===== src/sv/emadl_pkg.sv =====
// Shared types, widths, register codes and reset values of the distance linearizer.
package emadl_pkg;

	localparam int SAMPLE_W = 10;
	localparam int ALPHA_W  = 16;
	localparam int SCALE_W  = 32;
	localparam int LEVEL_W  = 26;
	localparam int DIST_W   = 16;
	localparam int FRAC_W   = 16;
	localparam int CFG_IDX_W  = 3;
	localparam int CFG_DATA_W = 32;

	// Dividend is the scale moved up by the Q8.8 output fraction.
	localparam int DIST_FRAC_W = 8;
	localparam int DIVIDEND_W  = SCALE_W + DIST_FRAC_W;

	localparam int QUEUE_DEPTH = 2;

	localparam logic [CFG_IDX_W-1:0] REG_ALPHA        = 3'd0;
	localparam logic [CFG_IDX_W-1:0] REG_LEFT_SCALE   = 3'd1;
	localparam logic [CFG_IDX_W-1:0] REG_LEFT_OFFSET  = 3'd2;
	localparam logic [CFG_IDX_W-1:0] REG_RIGHT_SCALE  = 3'd3;
	localparam logic [CFG_IDX_W-1:0] REG_RIGHT_OFFSET = 3'd4;

	localparam logic [ALPHA_W-1:0] ALPHA_RST        = 16'd1311;
	localparam logic [SCALE_W-1:0] LEFT_SCALE_RST   = 32'd182670328;
	localparam logic [LEVEL_W-1:0] LEFT_OFFSET_RST  = 26'd6294811;
	localparam logic [SCALE_W-1:0] RIGHT_SCALE_RST  = 32'd239578644;
	localparam logic [LEVEL_W-1:0] RIGHT_OFFSET_RST = 26'd4429185;

	typedef struct packed {
		logic [ALPHA_W-1:0] alpha;
		logic [SCALE_W-1:0] left_scale;
		logic [LEVEL_W-1:0] left_offset;
		logic [SCALE_W-1:0] right_scale;
		logic [LEVEL_W-1:0] right_offset;
	} cfg_t;

	// One classified item waiting for the divider.
	typedef struct packed {
		logic               side;
		logic               above;
		logic [LEVEL_W-1:0] diff;
		logic [SCALE_W-1:0] scale;
	} job_t;

endpackage


===== src/sv/emadl_front.sv =====
// Front end: accepts samples, updates the per-channel average and classifies the item.
module emadl_front (
	input  logic                             clk,
	input  logic                             arst_n,
	input  emadl_pkg::cfg_t                  cfg,
	input  logic                             in_valid,
	output logic                             in_stall,
	input  logic                             side,
	input  logic [emadl_pkg::SAMPLE_W-1:0]   sample,
	output logic                             push,
	output emadl_pkg::job_t                  push_job,
	input  logic                             queue_full
);

	localparam int WEIGHT_W = emadl_pkg::ALPHA_W + 1;
	localparam int PROD_W   = emadl_pkg::LEVEL_W + WEIGHT_W;
	localparam int SPROD_W  = emadl_pkg::SAMPLE_W + emadl_pkg::ALPHA_W;
	localparam logic [WEIGHT_W-1:0] ONE = WEIGHT_W'(1) << emadl_pkg::FRAC_W;
	localparam logic [PROD_W-1:0]   HALF = PROD_W'(1) << (emadl_pkg::FRAC_W - 1);

	logic                              valid_s1, valid_s2;
	logic                              side_s1, side_s2;
	logic [emadl_pkg::SAMPLE_W-1:0]    sample_s1;
	logic [PROD_W-1:0]                 prod_lvl_s2;
	logic [SPROD_W-1:0]                prod_smp_s2;
	logic [emadl_pkg::LEVEL_W-1:0]     level_q [2];

	logic [WEIGHT_W-1:0]               keep_w;
	logic [PROD_W-1:0]                 acc;
	logic [emadl_pkg::LEVEL_W-1:0]     avg_new;
	logic [emadl_pkg::LEVEL_W-1:0]     offset;
	logic                              accept;

	assign in_stall = valid_s1 | valid_s2;
	assign accept   = in_valid & ~in_stall;
	assign keep_w   = ONE - {1'b0, cfg.alpha};

	assign acc = prod_lvl_s2 + PROD_W'({prod_smp_s2, {emadl_pkg::FRAC_W{1'b0}}}) + HALF;
	assign avg_new = acc[emadl_pkg::FRAC_W +: emadl_pkg::LEVEL_W];
	assign offset  = side_s2 ? cfg.right_offset : cfg.left_offset;

	assign push           = valid_s2 & ~queue_full;
	assign push_job.side  = side_s2;
	assign push_job.above = avg_new > offset;
	assign push_job.diff  = avg_new - offset;
	assign push_job.scale = side_s2 ? cfg.right_scale : cfg.left_scale;

	always_ff @(posedge clk or negedge arst_n) begin
		if (!arst_n) begin
			valid_s1   <= 1'b0;
			valid_s2   <= 1'b0;
			level_q[0] <= '0;
			level_q[1] <= '0;
		end else begin
			valid_s1 <= accept;
			if (valid_s1) begin
				valid_s2 <= 1'b1;
			end else if (push) begin
				valid_s2 <= 1'b0;
			end
			if (push) begin
				level_q[side_s2] <= avg_new;
			end
		end
	end

	always_ff @(posedge clk) begin
		if (accept) begin
			side_s1   <= side;
			sample_s1 <= sample;
		end
		if (valid_s1) begin
			side_s2     <= side_s1;
			prod_lvl_s2 <= level_q[side_s1] * keep_w;
			prod_smp_s2 <= sample_s1 * cfg.alpha;
		end
	end

endmodule


===== src/sv/emadl_queue.sv =====
// Short queue of classified items between the front end and the divider.
module emadl_queue #(
	parameter int DEPTH = emadl_pkg::QUEUE_DEPTH
) (
	input  logic            clk,
	input  logic            arst_n,
	input  logic            push,
	input  emadl_pkg::job_t push_job,
	output logic            full,
	input  logic            pop,
	output emadl_pkg::job_t pop_job,
	output logic            empty
);

	localparam int PTR_W = (DEPTH > 1) ? $clog2(DEPTH) : 1;
	localparam int CNT_W = $clog2(DEPTH + 1);
	localparam logic [PTR_W-1:0] LAST_PTR = PTR_W'(DEPTH - 1);

	emadl_pkg::job_t  mem_q [DEPTH];
	logic [PTR_W-1:0] wr_ptr_q, rd_ptr_q;
	logic [CNT_W-1:0] count_q;

	assign full    = count_q == CNT_W'(DEPTH);
	assign empty   = count_q == '0;
	assign pop_job = mem_q[rd_ptr_q];

	always_ff @(posedge clk or negedge arst_n) begin
		if (!arst_n) begin
			wr_ptr_q <= '0;
			rd_ptr_q <= '0;
			count_q  <= '0;
		end else begin
			if (push) begin
				wr_ptr_q <= (wr_ptr_q == LAST_PTR) ? '0 : wr_ptr_q + 1'b1;
			end
			if (pop) begin
				rd_ptr_q <= (rd_ptr_q == LAST_PTR) ? '0 : rd_ptr_q + 1'b1;
			end
			if (push && !pop) begin
				count_q <= count_q + 1'b1;
			end else if (pop && !push) begin
				count_q <= count_q - 1'b1;
			end
		end
	end

	always_ff @(posedge clk) begin
		if (push) begin
			mem_q[wr_ptr_q] <= push_job;
		end
	end

endmodule


===== src/sv/emadl_back.sv =====
// Back end: bit-serial restoring divide, saturation and the output register.
module emadl_back (
	input  logic                           clk,
	input  logic                           arst_n,
	input  logic                           queue_empty,
	input  emadl_pkg::job_t                pop_job,
	output logic                           pop,
	output logic                           out_valid,
	input  logic                           out_stall,
	output logic                           side_out,
	output logic [emadl_pkg::DIST_W-1:0]   distance,
	output logic                           valid_res,
	output logic                           saturated
);

	localparam int DQ_W  = emadl_pkg::DIVIDEND_W;
	localparam int REM_W = emadl_pkg::LEVEL_W;
	localparam int CNT_W = $clog2(DQ_W);
	localparam logic [CNT_W-1:0] LAST_STEP = CNT_W'(DQ_W - 1);

	typedef enum logic [2:0] {
		ST_IDLE = 3'b001,
		ST_DIV  = 3'b010,
		ST_OUT  = 3'b100
	} back_state_t;

	back_state_t              state_q;
	logic [CNT_W-1:0]         step_q;
	logic [DQ_W-1:0]          dq_q;
	logic [REM_W-1:0]         rem_q;
	logic [REM_W-1:0]         div_q;
	logic                     side_q;
	logic                     above_q;
	logic                     out_valid_q;

	logic [REM_W:0]           rem_sh;
	logic                     ge;
	logic [REM_W:0]           trial;
	logic                     load_out;
	logic                     sat;

	assign rem_sh   = {rem_q, dq_q[DQ_W-1]};
	assign ge       = rem_sh >= {1'b0, div_q};
	assign trial    = rem_sh - {1'b0, div_q};
	assign pop      = (state_q == ST_IDLE) & ~queue_empty;
	assign load_out = (state_q == ST_OUT) & (~out_valid_q | ~out_stall);
	assign sat      = |dq_q[DQ_W-1:emadl_pkg::DIST_W];
	assign out_valid = out_valid_q;

	always_ff @(posedge clk or negedge arst_n) begin
		if (!arst_n) begin
			state_q     <= ST_IDLE;
			step_q      <= '0;
			out_valid_q <= 1'b0;
		end else begin
			if (load_out) begin
				out_valid_q <= 1'b1;
			end else if (!out_stall) begin
				out_valid_q <= 1'b0;
			end
			case (state_q)
				ST_IDLE: begin
					if (pop) begin
						step_q  <= '0;
						state_q <= pop_job.above ? ST_DIV : ST_OUT;
					end
				end
				ST_DIV: begin
					step_q <= step_q + 1'b1;
					if (step_q == LAST_STEP) begin
						state_q <= ST_OUT;
					end
				end
				ST_OUT: begin
					if (load_out) begin
						state_q <= ST_IDLE;
					end
				end
				default: state_q <= ST_IDLE;
			endcase
		end
	end

	always_ff @(posedge clk) begin
		if (pop) begin
			side_q  <= pop_job.side;
			above_q <= pop_job.above;
			div_q   <= pop_job.diff;
			rem_q   <= '0;
			// Below or at the offset the quotient reads as zero.
			dq_q    <= pop_job.above ? {pop_job.scale, emadl_pkg::DIST_FRAC_W'(0)} : '0;
		end else if (state_q == ST_DIV) begin
			rem_q <= ge ? trial[REM_W-1:0] : rem_sh[REM_W-1:0];
			dq_q  <= {dq_q[DQ_W-2:0], ge};
		end
		if (load_out) begin
			side_out  <= side_q;
			valid_res <= above_q;
			saturated <= sat;
			distance  <= sat ? '1 : dq_q[emadl_pkg::DIST_W-1:0];
		end
	end

endmodule


===== src/sv/ema_ir_distance_linearizer.sv =====
// Top level of the two-channel smoothed infrared distance linearizer.
//
// Each accepted item carries a 10-bit converter sample and a channel tag
// (left or right). The front end smooths the channel's level as an
// exponential moving average in Q10.16 counts, tests it against the channel
// offset and queues the difference; the back end divides (scale << 8) by
// that difference one quotient bit per cycle and returns the distance in
// Q8.8 centimetres, clipped to the maximum with a saturated flag, or zero
// with valid_res low when the level does not exceed the offset. The front
// end works on one item at a time (accept, multiply, update). The back end
// fetches an item, runs 40 divider steps when it needs a divide and loads
// the output register, so the 40-step divider sets the sustained rate.
// The queue lets the front end take new samples while the divider is busy
// and the output register lets a finished result wait for the sink.
// Registers are to be written only while the block is idle; the block
// itself does not enforce this. cfg_ready is always high and writes to
// unused indexes are dropped.
module ema_ir_distance_linearizer #(
	parameter int QUEUE_DEPTH = emadl_pkg::QUEUE_DEPTH
) (
	input  logic                               clk,
	input  logic                               arst_n,
	// sample channel
	input  logic                               in_valid,
	output logic                               in_stall,
	input  logic                               side,
	input  logic [emadl_pkg::SAMPLE_W-1:0]     sample,
	// result channel
	output logic                               out_valid,
	input  logic                               out_stall,
	output logic                               side_out,
	output logic [emadl_pkg::DIST_W-1:0]       distance,
	output logic                               valid_res,
	output logic                               saturated,
	// register write channel
	input  logic                               cfg_valid,
	output logic                               cfg_ready,
	input  logic [emadl_pkg::CFG_IDX_W-1:0]    cfg_index,
	input  logic [emadl_pkg::CFG_DATA_W-1:0]   cfg_data
);

	emadl_pkg::cfg_t cfg_q;
	emadl_pkg::job_t push_job, pop_job;
	logic            push, pop, queue_full, queue_empty;

	assign cfg_ready = 1'b1;

	// Register file: hold values between writes, drop unknown indexes.
	always_ff @(posedge clk or negedge arst_n) begin
		if (!arst_n) begin
			cfg_q.alpha        <= emadl_pkg::ALPHA_RST;
			cfg_q.left_scale   <= emadl_pkg::LEFT_SCALE_RST;
			cfg_q.left_offset  <= emadl_pkg::LEFT_OFFSET_RST;
			cfg_q.right_scale  <= emadl_pkg::RIGHT_SCALE_RST;
			cfg_q.right_offset <= emadl_pkg::RIGHT_OFFSET_RST;
		end else if (cfg_valid && cfg_ready) begin
			case (cfg_index)
				emadl_pkg::REG_ALPHA: begin
					cfg_q.alpha <= cfg_data[emadl_pkg::ALPHA_W-1:0];
				end
				emadl_pkg::REG_LEFT_SCALE: begin
					cfg_q.left_scale <= cfg_data[emadl_pkg::SCALE_W-1:0];
				end
				emadl_pkg::REG_LEFT_OFFSET: begin
					cfg_q.left_offset <= cfg_data[emadl_pkg::LEVEL_W-1:0];
				end
				emadl_pkg::REG_RIGHT_SCALE: begin
					cfg_q.right_scale <= cfg_data[emadl_pkg::SCALE_W-1:0];
				end
				emadl_pkg::REG_RIGHT_OFFSET: begin
					cfg_q.right_offset <= cfg_data[emadl_pkg::LEVEL_W-1:0];
				end
				default: begin
				end
			endcase
		end
	end

	// Smooth and classify.
	emadl_front u_front (
		.clk        (clk),
		.arst_n     (arst_n),
		.cfg        (cfg_q),
		.in_valid   (in_valid),
		.in_stall   (in_stall),
		.side       (side),
		.sample     (sample),
		.push       (push),
		.push_job   (push_job),
		.queue_full (queue_full)
	);

	// Decouple the front end from the divider.
	emadl_queue #(
		.DEPTH (QUEUE_DEPTH)
	) u_queue (
		.clk      (clk),
		.arst_n   (arst_n),
		.push     (push),
		.push_job (push_job),
		.full     (queue_full),
		.pop      (pop),
		.pop_job  (pop_job),
		.empty    (queue_empty)
	);

	// Divide, saturate and present the result.
	emadl_back u_back (
		.clk         (clk),
		.arst_n      (arst_n),
		.queue_empty (queue_empty),
		.pop_job     (pop_job),
		.pop         (pop),
		.out_valid   (out_valid),
		.out_stall   (out_stall),
		.side_out    (side_out),
		.distance    (distance),
		.valid_res   (valid_res),
		.saturated   (saturated)
	);

endmodule


===== config.mk =====
export PLATFORM = sky130hd
export DESIGN_NAME = ema_ir_distance_linearizer
export DESIGN_NICKNAME = d
export VERILOG_FILES = /design/src/sv/emadl_pkg.sv /design/src/sv/emadl_front.sv /design/src/sv/emadl_queue.sv /design/src/sv/emadl_back.sv /design/src/sv/ema_ir_distance_linearizer.sv
export SDC_FILE = /design/constraint.sdc
export NUM_CORES = 2
export LEC_CHECK = 0
export BUFFER_PORTS_ARGS = -buffer_cell sky130_fd_sc_hd__buf_4
export CAP_MARGIN = 20
export CORE_MARGIN = 10
export CORE_UTILIZATION = 45
export DETAILED_ROUTE_END_ITERATION = 12
export PLACE_DENSITY = 0.66
export SYNTH_ARGS = -nofsm -noshare
export SYNTH_HDL_FRONTEND = slang
export SYNTH_HIERARCHICAL = 1
export SYNTH_SLANG_ARGS = --single-unit

===== constraint.sdc =====
create_clock -name clk -period 14.3 [get_ports clk]
set_input_delay 1.43 -clock clk [delete_from_list [all_inputs] [get_ports clk]]
set_output_delay 1.43 -clock clk [all_outputs]
set_load 0.02 [all_outputs]

==> metrics.sh <==
STATUS='finished, final reports clean'
PLACE_CONGESTION=0.901
AREA.GROWTH.SYNTH_TO_FINAL_PCT=8.62
SYNTHTOPCELLSBYAREA='fa_1 22%, edfxtp_1 19%, dfrtp_1 8.4%, ha_1 7.4%, inv_1 5.7%'
WORSTSETUPSTARTPOINT='cfg_q[116]'
MEAN_NUMBER_OF_VIAS_PER_CELL=5.36
SYNTH.YOSYS.WARNINGS=6
DESIGN.FINAL.NETS=4877
CTS_TREE='done'
HOLD_DEPTH=0
CORE_UM2=93700
SETUP_VIOLATIONS=0
CRIT_PATH_CLASS='reg2reg'
REQUIRED_TIME_OF_THE_WORST_SETUP_PATH_PS=14670
MAXCAPVIOLATIONS=0
SYNTHSIMPLEGATEAREAFRAC_PCT=12.6
MAX-SLEW-MARGIN-REL_PCT=23.2
WORST_STAGE_DELAY_ON_THE_CRITICAL_PATH_PS=1030
CRIT_PATH_START_KIND='register'
SYNTH_TOP_FAMILY_BY_AREA='adder cells'
LAYOUT_MIN_CYCLE_TIME_PS=8930
ROUTED-VIA-COUNT=28900
GLOBALROUTETOTALUTIL_PCT=19.3
CTS_ROOT_BUFFER='clkbuf_16'
GRT_PASS1_VIAS=30000
CTS.HTREE.LEVELS=2
BUFFER_LEVELS_ON_THE_LONGEST_CLOCK_PATH=3
SYNTH.YOSYS.SEQ_AREA_SHARE_PCT=32.3
DIE_X_UM=328
SYNTH_FA_HA_AREA_SHARE_PCT=29.4
REGTOREGSTARTPOINT='cfg_q[116]'
SYN_NETS=4873
NETLIST_AREA_UM2=42700
INITIAL_UTIL_PCT=45.5
SLEW_VIOL_FINAL=0
CLK-INSERTION-DELAY-LATE_PS=630
DIE_AREA_UM2=108000
IO_BUFFERS=71
CTS-RESIZED-GATES=0
MAXUSEDROUTINGLAYER='met5'
CLOCK_SKEW_PS=55.6
WORST_PIN_SLEW_PS=1120
DRT_ITER0_MARKERS=1979
CTS-HOLD-FIX-BUFFERS=0
HOLD_PATH_CLASS='reg2reg'
SYNTH-COMPOUND-AREA-SHARE_PCT=6.90
FINAL_MIN_PERIOD_OVER_CLOCK_PERIOD_PCT=62.4
ROUTED-WL-MET3_MM=6.00
DRC=0
ROUTEDLENGTHMET1_MM=45.2
GRT_SETUP_UNREPAIRED='false'
CRITPATHSLOWESTCELL='dfstp_2'
DESIGN.PORTCOUNT=73
CTS_SINKS=498
MET2_WIRELENGTH_MM=49.5
ANTENNA_LEFT=0
CTS_MADE_BUFFERS=52
NETLIST.AREA_LEADER.SHARE_PCT=22.0
CHIPHEIGHT_UM=328
SYNTH_XOR_XNOR_AREA_SHARE_PCT=2.75
DRTPASS1ITERATIONS=5
ANTENNA_FOUND_INITIAL=2
SYNTH.AREA.MUX_SHARE_PCT=8.44
CP_MAX_FO=36
CP.ARRIVAL_PS=9300
WORST-R2R-CELL-COUNT=28
POSTSYNTHCELLCOUNT=4101
CTS_SETUP_BUFFERS=0
DP_HPWL_MM=77.5
START_POINT_OF_THE_WORST_HOLD_PATH='u_back/side_q'
CLKTRANSATPATHREGS_PS=60
ANTENNA_CELLS_INSERTED=0
ASYNCSETRESETFLOPFRACSYNTH_PCT=40.2
FINALHOLDVIOLATIONS=0
SYNTH.AVG_CELL_AREA_UM2=10.4
TOTALWIRELENGTH_MM=103
SYNTH_TOP_AREA_CELL='fa_1'
GRT_MAX_DEGREE=82
POST_ROUTE_CELLS_DRIVE_ABOVE_1_SHARE_PCT=11.7
SYNTH_EDF_COUNT=272
DISTINCT_CELL_TYPE_COUNT_OF_THE_SYNTHESIZED_NETLIST=85
NUMBER_OF_SYNTHESIZED_REGISTER_BITS=498
FLOORPLAN.ROWS=112
TOTALNEGATIVESETUPSLACK_PS=0
CP-END-KIND='register'
AVGROUTEDWIREPERCELL_UM=19.0
YS.FLOP_TYPE='edfxtp_1'
MAX_FREQ_MHz=112
GRT_FIRST_PASS_WIRELENGTH_MM=167
GR-TOTAL-OVERFLOW=0
[cells in the final DEF, fill, tap and decap left out, types with 71 or more instances in the layout]
master and count:
inv_1 644, nand2_1 576, fa_1 469, edfxtp_1 272
ha_1 252, nor2_1 195, dfrtp_1 142, buf_4 122
and2_1 122, mux2_2 112, o21ai_0 108, a21oi_1 103
mux2_1 83, nand3_1 79, xnor2_1 71
[path summary, 6_finish.rpt]
check | end | slack, ps
setup / recovery | u_front/prod_lvl_s2[41] | 5370
setup reg to reg | u_front/prod_lvl_s2[41] | 5370
hold reg to reg | u_back/side_out | 420
hold / removal | u_back/side_out | 420
min in group asynchronous | cfg_q[129] | 790
max in group asynchronous | u_queue/rd_ptr_q | 11500
[routing by layer]
| metal | track usage (%) | vias up |
|---|---|---|
| met5 | 0 | - |
| met4 | 4.12 | 2 |
| met3 | 2.72 | 144 |
| met2 | 32.7 | 823 |
| met1 | 26.1 | 14600 |
| li1 | - | 13400 |
[critical path: cells and delay by family (launching register included)]
family          cells  cell delay [ps]
buf+inv             7              880
compound gates      5             1560
xor+xnor            2              310
flops               1             1030
fa+ha+maj           8             3590
simple gates        6             1240
[Yosys cell counts, drive strengths merged (77+ instances only)]
cell type / count
inv: 645
nand2: 578
fa: 469
edfxtp: 272
mux2: 254
ha: 252
nor2: 198
dfrtp: 144
clkbuf: 136
and2: 123
o21ai: 109
a21oi: 104
nand3: 79
xnor2: 77
[registers in the layout, summed over array words and instances (netlist names), 2 cells and up]
register / cells
cfg_q: 132
u_back/distance: 16
u_back/div_q: 26
u_back/dq_q: 40
u_back/rem_q: 26
u_back/state_q: 3
u_back/step_q: 6
u_front/level_q: 52
u_front/prod_lvl_s2: 27
u_front/prod_smp_s2: 26
u_front/sample_s1: 10
u_queue/count_q: 2
u_queue/mem_q: 120
[cell families (layout without fill, tap and decap cells)]
group	count (synthesis)	count (layout)
mux	306	306
flops	498	498
other cells	1	1
compound gates	449	449
buf+inv	819	866
xor+xnor	134	134
fa+ha+maj	721	721
simple gates	1173	1173
[layout make-up]
| cell class | instances | area [µm²] |
|---|---|---|
| clock buffer | 69 | 1490 |
| clock inverter | 28 | 372 |
| fill | 8490 | 47400 |
| inverter | 645 | 2420 |
| multi-input combinational | 2784 | 25800 |
| sequential | 498 | 13800 |
| tap | 1254 | 1570 |
| timing repair buffer | 124 | 957 |
[through the flow]
stage	instance area (µm²)	hold WS, ps	setup slack [ps]	std cells	util (%)
final	46300	422	5370	5402	49.4
after global routing	46300	441	4830	5402	49.4
after CTS	46300	423	5290	5401	49.4
after floorplan	42700	400	6620	4101	-
after global placement	44500	401	5500	5304	47.4
after detailed placement	44500	408	5320	5304	47.4
Power is left out: the tool's default activity adds up to more than one toggle a clock period on the data nets, which glitch-free logic cannot reach.
